===== src/rtl/totp_pkg.sv =====
`default_nettype none
package totp_pkg;
    localparam int unsigned SYNC_THRESHOLD = 32'd1700000000;
    localparam logic [31:0] SHA_H0 = 32'h67452301;
    localparam logic [31:0] SHA_H1 = 32'hEFCDAB89;
    localparam logic [31:0] SHA_H2 = 32'h98BADCFE;
    localparam logic [31:0] SHA_H3 = 32'h10325476;
    localparam logic [31:0] SHA_H4 = 32'hC3D2E1F0;

    localparam logic [2:0] ST_MATCH     = 3'd0;
    localparam logic [2:0] ST_MALFORMED = 3'd1;
    localparam logic [2:0] ST_UNSYNCED  = 3'd2;
    localparam logic [2:0] ST_NO_KEY    = 3'd3;
    localparam logic [2:0] ST_NO_MATCH  = 3'd4;

    localparam logic [2:0] CFG_KEY_LOW  = 3'd0;
    localparam logic [2:0] CFG_KEY_MID  = 3'd1;
    localparam logic [2:0] CFG_KEY_HIGH = 3'd2;
    localparam logic [2:0] CFG_KEY_LEN  = 3'd3;
    localparam logic [2:0] CFG_STEP     = 3'd4;
    localparam logic [2:0] CFG_SKEW     = 3'd5;

    // which 64-byte block the compression unit consumes
    typedef enum logic [1:0] {
        BLK_IPAD,
        BLK_INNER,
        BLK_OPAD,
        BLK_OUTER
    } blk_sel_t;

    typedef enum logic [3:0] {
        S_IDLE,
        S_CHECK,
        S_DIV,
        S_WINDOW,
        S_BLK_START,
        S_BLK_RUN,
        S_BLK_DONE,
        S_TRUNC,
        S_MOD,
        S_COMPARE,
        S_OUT
    } ctrl_state_t;

    typedef struct packed {
        logic     load;
        logic     div_start;
        logic     div_step;
        logic     win_init;
        logic     step_next;
        logic     blk_start;
        blk_sel_t blk;
        logic     round;
        logic     blk_finish;
        logic     trunc;
        logic     mod_step;
        logic     out_load;
    } ctrl_cmd_t;

    typedef struct packed {
        logic       early_fail;
        logic [2:0] early_status;
        logic       div_done;
        logic       round_last;
        logic       mod_done;
        logic       match;
        logic       at_hi;
    } dp_status_t;
endpackage
`default_nettype wire


===== src/rtl/totp_if.sv =====
`default_nettype none
interface totp_in_if;
    logic        valid;
    logic        ready;
    logic [19:0] claimed_code;
    logic        code_well_formed;
    logic [63:0] unix_seconds;
    modport source (output valid, claimed_code, code_well_formed, unix_seconds, input ready);
    modport sink (input valid, claimed_code, code_well_formed, unix_seconds, output ready);
endinterface

interface totp_out_if;
    logic       valid;
    logic       ready;
    logic       accepted;
    logic [2:0] status;
    modport source (output valid, accepted, status, input ready);
    modport sink (input valid, accepted, status, output ready);
endinterface
`default_nettype wire


===== src/rtl/totp_ctrl.sv =====
`default_nettype none
module totp_ctrl
    import totp_pkg::*;
(
    input  wire logic clk,
    input  wire logic rst_n,
    input  wire logic in_fire,
    input  wire logic out_busy,
    input  wire dp_status_t st,
    output logic      in_ready,
    output ctrl_cmd_t cmd
);
    ctrl_state_t state_reg, state_next;
    blk_sel_t    blk_reg, blk_next;

    always_ff @(posedge clk or negedge rst_n)
    begin
        if (!rst_n)
        begin
            state_reg <= S_IDLE;
            blk_reg   <= BLK_IPAD;
        end
        else
        begin
            state_reg <= state_next;
            blk_reg   <= blk_next;
        end
    end

    always_comb
    begin
        state_next = state_reg;
        blk_next   = blk_reg;
        unique case (state_reg)
            S_IDLE:      if (in_fire) state_next = S_CHECK;
            S_CHECK:     state_next = st.early_fail ? S_OUT : S_DIV;
            S_DIV:       if (st.div_done) state_next = S_WINDOW;
            S_WINDOW:
            begin
                blk_next   = BLK_IPAD;
                state_next = S_BLK_START;
            end
            S_BLK_START: state_next = S_BLK_RUN;
            S_BLK_RUN:   if (st.round_last) state_next = S_BLK_DONE;
            S_BLK_DONE:
            begin
                if (blk_reg == BLK_OUTER)
                    state_next = S_TRUNC;
                else
                begin
                    blk_next   = blk_sel_t'(blk_reg + 2'd1);
                    state_next = S_BLK_START;
                end
            end
            S_TRUNC:     state_next = S_MOD;
            S_MOD:       if (st.mod_done) state_next = S_COMPARE;
            S_COMPARE:
            begin
                if (st.match || st.at_hi)
                    state_next = S_OUT;
                else
                begin
                    blk_next   = BLK_IPAD;
                    state_next = S_BLK_START;
                end
            end
            S_OUT:       if (!out_busy) state_next = S_IDLE;
            default:     state_next = S_IDLE;
        endcase
    end

    always_comb
    begin
        cmd          = '0;
        cmd.blk      = blk_reg;
        in_ready     = 1'b0;
        unique case (state_reg)
            S_IDLE:
            begin
                in_ready = 1'b1;
                cmd.load = in_fire;
            end
            S_CHECK:     cmd.div_start = !st.early_fail;
            S_DIV:       cmd.div_step = 1'b1;
            S_WINDOW:    cmd.win_init = 1'b1;
            S_BLK_START: cmd.blk_start = 1'b1;
            S_BLK_RUN:   cmd.round = 1'b1;
            S_BLK_DONE:  cmd.blk_finish = 1'b1;
            S_TRUNC:     cmd.trunc = 1'b1;
            S_MOD:       cmd.mod_step = 1'b1;
            S_COMPARE:   cmd.step_next = !(st.match || st.at_hi);
            S_OUT:       cmd.out_load = !out_busy;
            default:     ;
        endcase
    end
endmodule
`default_nettype wire


===== src/rtl/totp_dp.sv =====
`default_nettype none
module totp_dp
    import totp_pkg::*;
#(
    parameter int MAX_KEY_BYTES = 20,
    parameter int CODE_DIGITS   = 6
)
(
    input  wire logic        clk,
    input  wire ctrl_cmd_t   cmd,
    input  wire logic [19:0] claimed_code,
    input  wire logic        code_well_formed,
    input  wire logic [63:0] unix_seconds,
    input  wire logic [159:0] key_bits,
    input  wire logic [4:0]  key_length,
    input  wire logic [11:0] step_seconds,
    input  wire logic [2:0]  skew_steps,
    output dp_status_t       st,
    output logic             res_accepted,
    output logic [2:0]       res_status
);
    localparam logic [63:0] MODULUS = 64'(10 ** CODE_DIGITS);
    // reciprocal that gives the exact quotient of any 31-bit truncated value
    localparam int unsigned MOD_SHIFT = 31 + $clog2(10 ** CODE_DIGITS);
    localparam logic [31:0] MOD_RECIP =
        32'(((64'd1 << MOD_SHIFT) + MODULUS - 64'd1) / MODULUS);

    logic [19:0]  code_reg;
    logic         well_reg;
    logic [63:0]  now_reg;
    logic [11:0]  period_reg;
    logic [63:0]  quo_reg;
    logic [11:0]  rem_reg;
    logic [6:0]   cnt_reg;
    logic [63:0]  step_reg, hi_reg;
    logic [159:0] inner_reg;
    logic [31:0]  h_reg [5];
    logic [31:0]  a_reg, b_reg, c_reg, d_reg, e_reg;
    logic [31:0]  w_reg [16];
    logic [63:0]  bin_reg;
    logic [63:0]  prod_reg;
    logic         mphase_reg;

    // key padded to one block
    logic [511:0] key_block;
    logic [4:0]   klen;
    always_comb
    begin
        klen = (key_length > 5'(MAX_KEY_BYTES)) ? 5'(MAX_KEY_BYTES) : key_length;
        key_block = '0;
        for (int i = 0; i < 20; i++)
            if (5'(i) < klen)
                key_block[511 - 8*i -: 8] = key_bits[159 - 8*i -: 8];
    end

    logic [2:0] early_status;
    always_comb
    begin
        if (!well_reg)
            early_status = ST_MALFORMED;
        else if (now_reg <= 64'(SYNC_THRESHOLD))
            early_status = ST_UNSYNCED;
        else if (klen == 5'd0)
            early_status = ST_NO_KEY;
        else
            early_status = ST_NO_MATCH;
    end

    // message block for the current compression
    logic [511:0] msg;
    always_comb
    begin
        unique case (cmd.blk)
            BLK_IPAD:  msg = key_block ^ {64{8'h36}};
            BLK_INNER: msg = {step_reg, 8'h80, 376'd0, 64'd576};
            BLK_OPAD:  msg = key_block ^ {64{8'h5C}};
            default:   msg = {inner_reg, 8'h80, 280'd0, 64'd672};
        endcase
    end

    logic [31:0] f, k, t, wn;
    always_comb
    begin
        if (cnt_reg < 7'd20)
        begin
            f = (b_reg & c_reg) | (~b_reg & d_reg);
            k = 32'h5A827999;
        end
        else if (cnt_reg < 7'd40)
        begin
            f = b_reg ^ c_reg ^ d_reg;
            k = 32'h6ED9EBA1;
        end
        else if (cnt_reg < 7'd60)
        begin
            f = (b_reg & c_reg) | (b_reg & d_reg) | (c_reg & d_reg);
            k = 32'h8F1BBCDC;
        end
        else
        begin
            f = b_reg ^ c_reg ^ d_reg;
            k = 32'hCA62C1D6;
        end
        t  = {a_reg[26:0], a_reg[31:27]} + f + e_reg + k + w_reg[0];
        wn = w_reg[13] ^ w_reg[8] ^ w_reg[2] ^ w_reg[0];
        wn = {wn[30:0], wn[31]};
    end

    logic [159:0] mac;
    assign mac = {h_reg[0], h_reg[1], h_reg[2], h_reg[3], h_reg[4]};

    logic [12:0] rem_shift;
    assign rem_shift = {rem_reg, quo_reg[63]};

    logic [11:0] mod_quo;
    assign mod_quo = 12'(prod_reg >> MOD_SHIFT);

    always_ff @(posedge clk)
    begin
        if (cmd.load)
        begin
            code_reg <= claimed_code;
            well_reg <= code_well_formed;
            now_reg  <= unix_seconds;
        end
        if (cmd.div_start)
        begin
            period_reg <= (step_seconds == 12'd0) ? 12'd1 : step_seconds;
            quo_reg    <= now_reg;
            rem_reg    <= '0;
            cnt_reg    <= '0;
        end
        if (cmd.div_step)
        begin
            // restoring division, one quotient bit a cycle
            if (rem_shift >= {1'b0, period_reg})
            begin
                rem_reg <= 12'(rem_shift - {1'b0, period_reg});
                quo_reg <= {quo_reg[62:0], 1'b1};
            end
            else
            begin
                rem_reg <= rem_shift[11:0];
                quo_reg <= {quo_reg[62:0], 1'b0};
            end
            cnt_reg <= cnt_reg + 7'd1;
        end
        if (cmd.win_init)
        begin
            step_reg <= (quo_reg >= 64'(skew_steps)) ? quo_reg - 64'(skew_steps) : 64'd0;
            hi_reg   <= (quo_reg <= ~64'(skew_steps)) ? quo_reg + 64'(skew_steps) : '1;
        end
        if (cmd.step_next)
            step_reg <= step_reg + 64'd1;
        if (cmd.blk_start)
        begin
            if (cmd.blk == BLK_IPAD || cmd.blk == BLK_OPAD)
            begin
                h_reg[0] <= SHA_H0; h_reg[1] <= SHA_H1; h_reg[2] <= SHA_H2;
                h_reg[3] <= SHA_H3; h_reg[4] <= SHA_H4;
                a_reg <= SHA_H0; b_reg <= SHA_H1; c_reg <= SHA_H2;
                d_reg <= SHA_H3; e_reg <= SHA_H4;
            end
            else
            begin
                a_reg <= h_reg[0]; b_reg <= h_reg[1]; c_reg <= h_reg[2];
                d_reg <= h_reg[3]; e_reg <= h_reg[4];
            end
            for (int i = 0; i < 16; i++)
                w_reg[i] <= msg[511 - 32*i -: 32];
            cnt_reg <= '0;
        end
        if (cmd.round)
        begin
            e_reg <= d_reg;
            d_reg <= c_reg;
            c_reg <= {b_reg[1:0], b_reg[31:2]};
            b_reg <= a_reg;
            a_reg <= t;
            for (int i = 0; i < 15; i++)
                w_reg[i] <= w_reg[i+1];
            w_reg[15] <= wn;
            cnt_reg <= cnt_reg + 7'd1;
        end
        if (cmd.blk_finish)
        begin
            h_reg[0] <= h_reg[0] + a_reg;
            h_reg[1] <= h_reg[1] + b_reg;
            h_reg[2] <= h_reg[2] + c_reg;
            h_reg[3] <= h_reg[3] + d_reg;
            h_reg[4] <= h_reg[4] + e_reg;
            if (cmd.blk == BLK_INNER)
                inner_reg <= {h_reg[0] + a_reg, h_reg[1] + b_reg, h_reg[2] + c_reg,
                              h_reg[3] + d_reg, h_reg[4] + e_reg};
        end
        if (cmd.trunc)
        begin
            bin_reg    <= {33'd0, 31'(mac[159 - 8*mac[3:0] -: 32])};
            mphase_reg <= 1'b0;
        end
        if (cmd.mod_step)
        begin
            // first phase: quotient by reciprocal; second phase: take off the multiple
            if (!mphase_reg)
                prod_reg <= 64'(bin_reg[30:0]) * 64'(MOD_RECIP);
            else
                bin_reg <= bin_reg - 64'(mod_quo) * MODULUS;
            mphase_reg <= 1'b1;
        end
    end

    always_ff @(posedge clk)
    begin
        if (cmd.out_load)
        begin
            if (early_status == ST_NO_MATCH && {44'd0, code_reg} == bin_reg)
            begin
                res_accepted <= 1'b1;
                res_status   <= ST_MATCH;
            end
            else
            begin
                res_accepted <= 1'b0;
                res_status   <= early_status;
            end
        end
    end

    always_comb
    begin
        st.early_fail   = (early_status != ST_NO_MATCH);
        st.early_status = early_status;
        st.div_done     = (cnt_reg == 7'd63);
        st.round_last   = (cnt_reg == 7'd79);
        st.mod_done     = mphase_reg;
        st.match        = ({44'd0, code_reg} == bin_reg);
        st.at_hi        = (step_reg == hi_reg);
    end
endmodule
`default_nettype wire


===== src/rtl/totp_code_verifier_unit.sv =====
// TOTP code verifier (HMAC-SHA1, dynamic truncation, decimal code).
// Input channel (in): claimed_code, code_well_formed, unix_seconds; a transfer
// happens when valid and ready are high at a rising clock edge.
// Output channel (out): accepted and status, one result per input transfer.
// Configuration: write cfg_we with cfg_index (0 key low, 1 key mid, 2 key high,
// 3 key length, 4 step seconds, 5 skew steps) and cfg_data, only while idle.
// Sequence: an early reject (malformed, unsynced, no key) goes straight to
// the result. Otherwise the step is found by division, then per window step
// come four SHA-1 compressions, the truncation, the modular reduction and the
// compare, until a match or the last step of the window; then the result is
// loaded. A window has 7 steps at skew 3 and 15 steps at the widest.
// All four compressions of a step run on the shared 80-round compression unit.
// One item is in flight at a time; ready is high only when idle.
// Reset: key cleared, key length 0, step 30 s, skew 3, no result pending.
// A stalled receiver holds the result; the next item is still taken, but its
// result waits until the held one has been transferred.
`default_nettype none
module totp_code_verifier_unit
    import totp_pkg::*;
#(
    parameter int MAX_KEY_BYTES = 20,
    parameter int CODE_DIGITS   = 6
)
(
    input  wire logic        clk,
    input  wire logic        rst_n,
    totp_in_if.sink          in,
    totp_out_if.source       out,
    input  wire logic        cfg_we,
    input  wire logic [2:0]  cfg_index,
    input  wire logic [63:0] cfg_data
);
    logic [63:0] key_low_reg, key_mid_reg;
    logic [31:0] key_high_reg;
    logic [4:0]  key_len_reg;
    logic [11:0] step_reg;
    logic [2:0]  skew_reg;
    logic        out_valid_reg;

    // configuration bank
    always_ff @(posedge clk or negedge rst_n)
    begin
        if (!rst_n)
        begin
            key_low_reg  <= '0;
            key_mid_reg  <= '0;
            key_high_reg <= '0;
            key_len_reg  <= '0;
            step_reg     <= 12'd30;
            skew_reg     <= 3'd3;
        end
        else if (cfg_we)
        begin
            unique case (cfg_index)
                CFG_KEY_LOW:  key_low_reg  <= cfg_data;
                CFG_KEY_MID:  key_mid_reg  <= cfg_data;
                CFG_KEY_HIGH: key_high_reg <= cfg_data[31:0];
                CFG_KEY_LEN:  key_len_reg  <= cfg_data[4:0];
                CFG_STEP:     step_reg     <= cfg_data[11:0];
                CFG_SKEW:     skew_reg     <= cfg_data[2:0];
                default:      ;
            endcase
        end
    end

    ctrl_cmd_t  cmd;
    dp_status_t st;
    logic       in_fire;
    logic       out_busy;

    assign in_fire  = in.valid && in.ready;
    // hold the verdict while the receiver stalls
    assign out_busy = out_valid_reg && !out.ready;

    totp_ctrl u_ctrl (
        .clk      (clk),
        .rst_n    (rst_n),
        .in_fire  (in_fire),
        .out_busy (out_busy),
        .st       (st),
        .in_ready (in.ready),
        .cmd      (cmd)
    );

    totp_dp #(
        .MAX_KEY_BYTES (MAX_KEY_BYTES),
        .CODE_DIGITS   (CODE_DIGITS)
    ) u_dp (
        .clk              (clk),
        .cmd              (cmd),
        .claimed_code     (in.claimed_code),
        .code_well_formed (in.code_well_formed),
        .unix_seconds     (in.unix_seconds),
        .key_bits         ({key_low_reg, key_mid_reg, key_high_reg}),
        .key_length       (key_len_reg),
        .step_seconds     (step_reg),
        .skew_steps       (skew_reg),
        .st               (st),
        .res_accepted     (out.accepted),
        .res_status       (out.status)
    );

    always_ff @(posedge clk or negedge rst_n)
    begin
        if (!rst_n)
            out_valid_reg <= 1'b0;
        else if (cmd.out_load)
            out_valid_reg <= 1'b1;
        else if (out.ready)
            out_valid_reg <= 1'b0;
    end

    assign out.valid = out_valid_reg;
endmodule
`default_nettype wire


===== src/flat_wrapper.sv =====
// flat-port wrapper written by rule: the top's interface ports become plain ports
module totp_code_verifier_unit_flat import totp_pkg::*;
#(
    parameter int MAX_KEY_BYTES = 20,
    parameter int CODE_DIGITS   = 6
)
  (clk, rst_n, cfg_we, cfg_index, cfg_data, in_valid, in_claimed_code, in_code_well_formed, in_unix_seconds, in_ready, out_valid, out_accepted, out_status, out_ready);
  totp_in_if in_i ();
  totp_out_if out_i ();
  input  wire logic clk;
  input  wire logic rst_n;
  input  wire logic cfg_we;
  input  wire logic [2:0] cfg_index;
  input  wire logic [63:0] cfg_data;
  input wire logic [$bits(in_i.valid)-1:0] in_valid;
  input wire logic [$bits(in_i.claimed_code)-1:0] in_claimed_code;
  input wire logic [$bits(in_i.code_well_formed)-1:0] in_code_well_formed;
  input wire logic [$bits(in_i.unix_seconds)-1:0] in_unix_seconds;
  output wire logic [$bits(in_i.ready)-1:0] in_ready;
  output wire logic [$bits(out_i.valid)-1:0] out_valid;
  output wire logic [$bits(out_i.accepted)-1:0] out_accepted;
  output wire logic [$bits(out_i.status)-1:0] out_status;
  input wire logic [$bits(out_i.ready)-1:0] out_ready;
  assign in_i.valid = in_valid;
  assign in_i.claimed_code = in_claimed_code;
  assign in_i.code_well_formed = in_code_well_formed;
  assign in_i.unix_seconds = in_unix_seconds;
  assign in_ready = in_i.ready;
  assign out_valid = out_i.valid;
  assign out_accepted = out_i.accepted;
  assign out_status = out_i.status;
  assign out_i.ready = out_ready;
  totp_code_verifier_unit #(.MAX_KEY_BYTES(MAX_KEY_BYTES), .CODE_DIGITS(CODE_DIGITS)) u_core (.clk(clk), .rst_n(rst_n), .in(in_i), .out(out_i), .cfg_we(cfg_we), .cfg_index(cfg_index), .cfg_data(cfg_data));
endmodule

===== config.mk =====
export PLATFORM = sky130hd
export DESIGN_NAME = totp_code_verifier_unit_flat
export DESIGN_NICKNAME = d
export VERILOG_FILES = /design/src/rtl/totp_pkg.sv /design/src/rtl/totp_if.sv /design/src/rtl/totp_ctrl.sv /design/src/rtl/totp_dp.sv /design/src/rtl/totp_code_verifier_unit.sv /design/src/flat_wrapper.sv
export SDC_FILE = /design/constraint.sdc
export NUM_CORES = 2
export LEC_CHECK = 0
export BUFFER_PORTS_ARGS = -buffer_cell sky130_fd_sc_hd__buf_4
export CAP_MARGIN = 10
export CORE_ASPECT_RATIO = 1.5
export CORE_MARGIN = 2
export CORE_UTILIZATION = 65
export CTS_CLUSTER_SIZE = 30
export DETAILED_ROUTE_END_ITERATION = 7
export GPL_TIMING_DRIVEN = 0
export PLACE_DENSITY = 0.82
export SLEW_MARGIN = 25
export SYNTH_ARGS = -nofsm -noshare
export SYNTH_HDL_FRONTEND = slang
export SYNTH_HIERARCHICAL = 1
export SYNTH_SLANG_ARGS = --single-unit

===== constraint.sdc =====
create_clock -name clk -period 20 [get_ports clk]
set_input_delay 1 -clock clk [delete_from_list [all_inputs] [get_ports clk]]
set_output_delay 1 -clock clk [all_outputs]
set_load 0.01 [all_outputs]

==> summary.txt, run 1 <==
Clocking
  – Root Driver: clkbuf_16
  – Num CTS Buffers: roughly 150
  – CTS Buffer Depth: 3
  – Clock sink count: 1,568
  – H-tree level count: 4
  – Setup bufs post-CTS: 0

Outcome
  – Fail Step: global routing
  – Err: [ERROR GRT-0116] Global routing finished with congestion. Check the congestion regions in the DRC Viewer.
  – Outcome: aborted with a tool error

Floorplanning
  – IO Count: approximately 160
  – Initial core utilization: 65.33%
  – Die height: 498.1 um
  – Cell row count: 181
  – Die width: 333.4 um

Placement
  – Buffers on Ports: 162
  – GPL Wtd Cong: 1.182
  – DP HPWL: 367,800 um

Global route
  – First-pass GRT wire length: 744,100 um
  – Tot GR Track Use: 63.95%
  – Total grt overflow: 79
  – Largest net degree at the start of global routing: 101
  – Number of global-route vias before repair: between 90,000 and 100k

Synth
  – Net Count, Synth: 11,019
  – Syn Inst Count: 9,640
  – Ys Warns: 6
  – Cell area after synthesis: 105,800 um^2
  – Avg Inst Size Synth: 10.97 um^2
==> layer usage <==
metal  GRT overflow  GRT usage (%)
met1              0          60.33
met2             43          89.80
met3              0          37.27
met4             36          72.69
met5              0          6.412
==> repair_timing <==
action	in CTS
endpoints found under the hold margin	7
gates resized for setup	0
hold buffers	1
==> stage by stage <==
stage | cells | hold WS (ns) | instance area (um^2) | setup WS [ns] | setup TNS [ns]
after floorplan | 9640 | 0.4346 | 105800 | 3.212 | 0
after global placement | 11906 | 0.4463 | 109600 | -5.043 | -3670.77
after detailed placement | 11955 | 0.4621 | 110800 | 10.30 | 0
after CTS | 12234 | 0.2857 | 115900 | 10.17 | 0
==> inputs of run 2 (changes only) <==
--- a/config.mk
+++ b/config.mk
@@ -7,13 +7,11 @@
 export LEC_CHECK = 0
 export BUFFER_PORTS_ARGS = -buffer_cell sky130_fd_sc_hd__buf_4
 export CAP_MARGIN = 10
-export CORE_ASPECT_RATIO = 1.5
 export CORE_MARGIN = 2
-export CORE_UTILIZATION = 65
-export CTS_CLUSTER_SIZE = 30
+export CORE_UTILIZATION = 40
 export DETAILED_ROUTE_END_ITERATION = 7
 export GPL_TIMING_DRIVEN = 0
-export PLACE_DENSITY = 0.82
+export PLACE_DENSITY_LB_ADDON = 0.15
 export SLEW_MARGIN = 25
 export SYNTH_ARGS = -nofsm -noshare
 export SYNTH_HDL_FRONTEND = slang
==> run 2 against run 1 <==
  * The flow now finishes without violations
  * Synthesized cell count did not move
  * Synthesized area unchanged
==> summary.txt, run 2 <==
Timing
  – Crit path time final: approximately 9.7 ns
  – Setup-failing EPs final: 0
  – Worst slew pin tran: about 1.3 ns
  – Hold Vio Cnt, Final: 0
  – Fin. max-slew vios: 0
  – Worst slew margin: 13.78%
  – RSZ-0062 raised after global routing: no
  – Period utilisation layout: between 40% and 50%
  – Max frequency: 103.0 MHz
  – Fin Clk Skew: 0.07158 ns

Global route
  – Total grt overflow: 0
  – Tot GR Track Use: 31.61%
  – Number of global-route vias before repair: 77,577
  – Largest net degree at the start of global routing: 80
  – Initial antenna violation count: 32
  – First-pass GRT wire length: 601,300 um

Layout
  – Register Area: 45,570 um^2
  – FILL cells: 24,673
  – Layout cells sized above 1: between 10% and 20%
  – Final instance area: 119,100 um^2
  – Commonest non-fill, non-tap cells in the layout: edfxtp_1, inv_1, nand2_1
  – Final #Nets: 11,423
  – Area grow syn2layout: 12.54%
  – Max reg flops: 512
  – Commonest non-fill, non-tap cell in the layout: edfxtp_1
  – Multi-input logic area: 54,510 um^2

Pwr
  – Internal power: 10.84 mW
  – Gate power share: a little over half
  – NetSw: 9.710 mW
  – Overall Power: 20.55 mW
  – Sequential power share: 28.9%
  – Clock share of power: 17.4%
  – Worst vdd ir: 0.4207 mV
  – Leak Pwr: 48.55 nW
  – PwrDens: ~170 nW/um^2
  – Sw Ratio: 47.25%

Floorplanning
  – Die height: 518.3 um (+4.1%)
  – Die width: 518.3 um (+55%)
  – Initial core utilization: 40.26% (-25 points)
  – CORE AREA: 262,700 um^2
  – IO Count: 163 (unchanged)
  – Cell row count: 188 (+3.9%)
  – Full die area: 268,600 um^2

Clocking
  – CTS Buffer Depth: 4 (+1)
  – Clock sink count: 1,568 (unchanged)
  – Num CTS Buffers: 191 (+28%)
  – CTS clk-pin slew, worst paths: 0.06 ns
  – Setup bufs post-CTS: 0 (unchanged)
  – Post-CTS Hold Buffers: 0 (-1)
  – CTS tree: done
  – H-tree level count: 4 (unchanged)
  – Clock latency on the worst-skew pair: 0.87 ns
  – PostCTS Resize Cnt: 0 (unchanged)
  – Root Driver: clkbuf_16

Setup path
  – FF-to-FF setup slack: between 10 and 15 ns
  – Worst EP arrival: 10.31 ns
  – Reg-to-Reg End: u_core/u_dp/prod_reg[62]$_DFFE_PP_
  – Reg-to-reg startpoint: u_core/u_dp/bin_reg[15]$_DFF_P_
  – Critical path's slowest cell: dfxtp_1
  – R2R depth: 22
  – Critical Path Start: u_core/u_dp/bin_reg[15]$_DFF_P_
  – CP Launch Type: flop
  – Buf/Inv on CP: 4
  – Crit Path Max Fanout: 11
  – Setup crit end kind: flop
  – Worst path depth: 22
  – Worst setup endpoint: u_core/u_dp/prod_reg[62]$_DFFE_PP_
  – Crit path max-delay family: adder cells
  – Worst path required time: around 20 ns
  – Most frequent CP cell: fa_1
  – Crit-path max cell delay: 1.00 ns
  – Cells along the critical path: inv_1 > fa_1 > fa_1 > fa_1 > fa_1 > inv_1 > fa_1 > fa_1 > fa_1 > inv_1 > fa_1 > inv_1 > ha_1 > a21oi_1 > and2_1 > nor4b_1 > o22ai_1 > o311ai_1 > a21boi_0 > o2111ai_1 > a31oi_1 > xor2_1
  – WS Path Type: reg -> reg

Placement
  – GPL Wtd Cong: 1.048 (-11%)
  – Placed Area: 112,600 um^2 (+1.7%)
  – Buffers on Ports: 162 (unchanged)
  – DP HPWL: 354,100 um (-3.7%)

Outcome
  – Outcome: completed

Route
  – Drt first-iter violations: 9,976
  – Number of iterations in the first detailed-routing pass: 6
  – Routed WL: between 400,000 and 500,000 um
  – Residual DRC: 0
  – Vias/cell: 5.853
  – Routed via count: 80,327
  – DR WL/cell: ~32 um
  – Routed Antenna Nets: 0

Synth
  – Avg Inst Size Synth: 10.97 um^2 (unchanged)
  – Net Count, Synth: 11,019 (unchanged)
  – Ys Warns: 6 (unchanged)
  – Cell area after synthesis: 105,800 um^2 (unchanged)
  – Syn Inst Count: 9,640 (unchanged)

Job
  – MaxCap Viol Count: 0

Hold path
  – Hold Crit Class: in -> async
[run 2: worst min-delay path by stage]
stage,startpoint,end,cells past startpoint
after floorplan,u_core/u_dp/bin_reg[63]$_DFF_P_,u_core/u_dp/bin_reg[63]$_DFF_P_,1
final,rst_n,u_core/step_reg[6]$_DFFE_PN0P_,1
after global routing,rst_n,u_core/step_reg[6]$_DFFE_PN0P_,1
after detailed placement,u_core/u_dp/bin_reg[47]$_DFF_P_,u_core/u_dp/bin_reg[47]$_DFF_P_,2
after global placement,u_core/u_dp/bin_reg[33]$_DFF_P_,u_core/u_dp/bin_reg[33]$_DFF_P_,1
after CTS,rst_n,u_core/step_reg[7]$_DFFE_PN0P_,1
[run 2: power by group through the flow]
stage	Combinational, mW	Sequential, mW	Clock [mW]
after floorplan	6.26	5.37	0
after global placement	10.4	5.93	0
after detailed placement	10.4	5.93	0
after CTS	10.5	5.89	3.63
after global routing	11.6	5.97	3.75
final	11.0	5.94	3.58
[run 2: through the flow]
stage / instances / utilization (%) / setup TNS, ns / worst slack (ns) / hold WS, ns
after global placement: 13317 / 42.40 / -4263.82 / -5.527 / 0.4559
final: 13725 / 45.31 / 0 / 10.29 / 0.07390
after floorplan: 9640 / - / 0 / 3.212 / 0.4346
after global routing: 13710 / 45.30 / 0 / 9.948 / 0.08122
after CTS: 13710 / 45.29 / 0 / 10.27 / 0.04649
after detailed placement: 13366 / 42.87 / 0 / 10.28 / 0.4751
[run 2: layout make-up]
type | instances | share of cell area [%]
clock inverters | 109 | 1.020
well taps | 3515 | 3.694
diodes | 15 | 0.03153
inverters | 1039 | 3.276
plain buffers | 460 | 1.722
flip-flops and latches | 1568 | 38.28
multi-input cells | 6573 | 45.79
clock buffers | 235 | 4.317
repair buffers | 211 | 1.877
[run 2: layer usage]
metal | track usage, % | wire, um
met1 | 45.17 | 188100
met2 | 45.44 | 180900
met3 | 6.934 | 41170
met4 | 14.67 | 23670
met5 | 0 | 142
No activity file was read; power rests on OpenSTA's default activity.
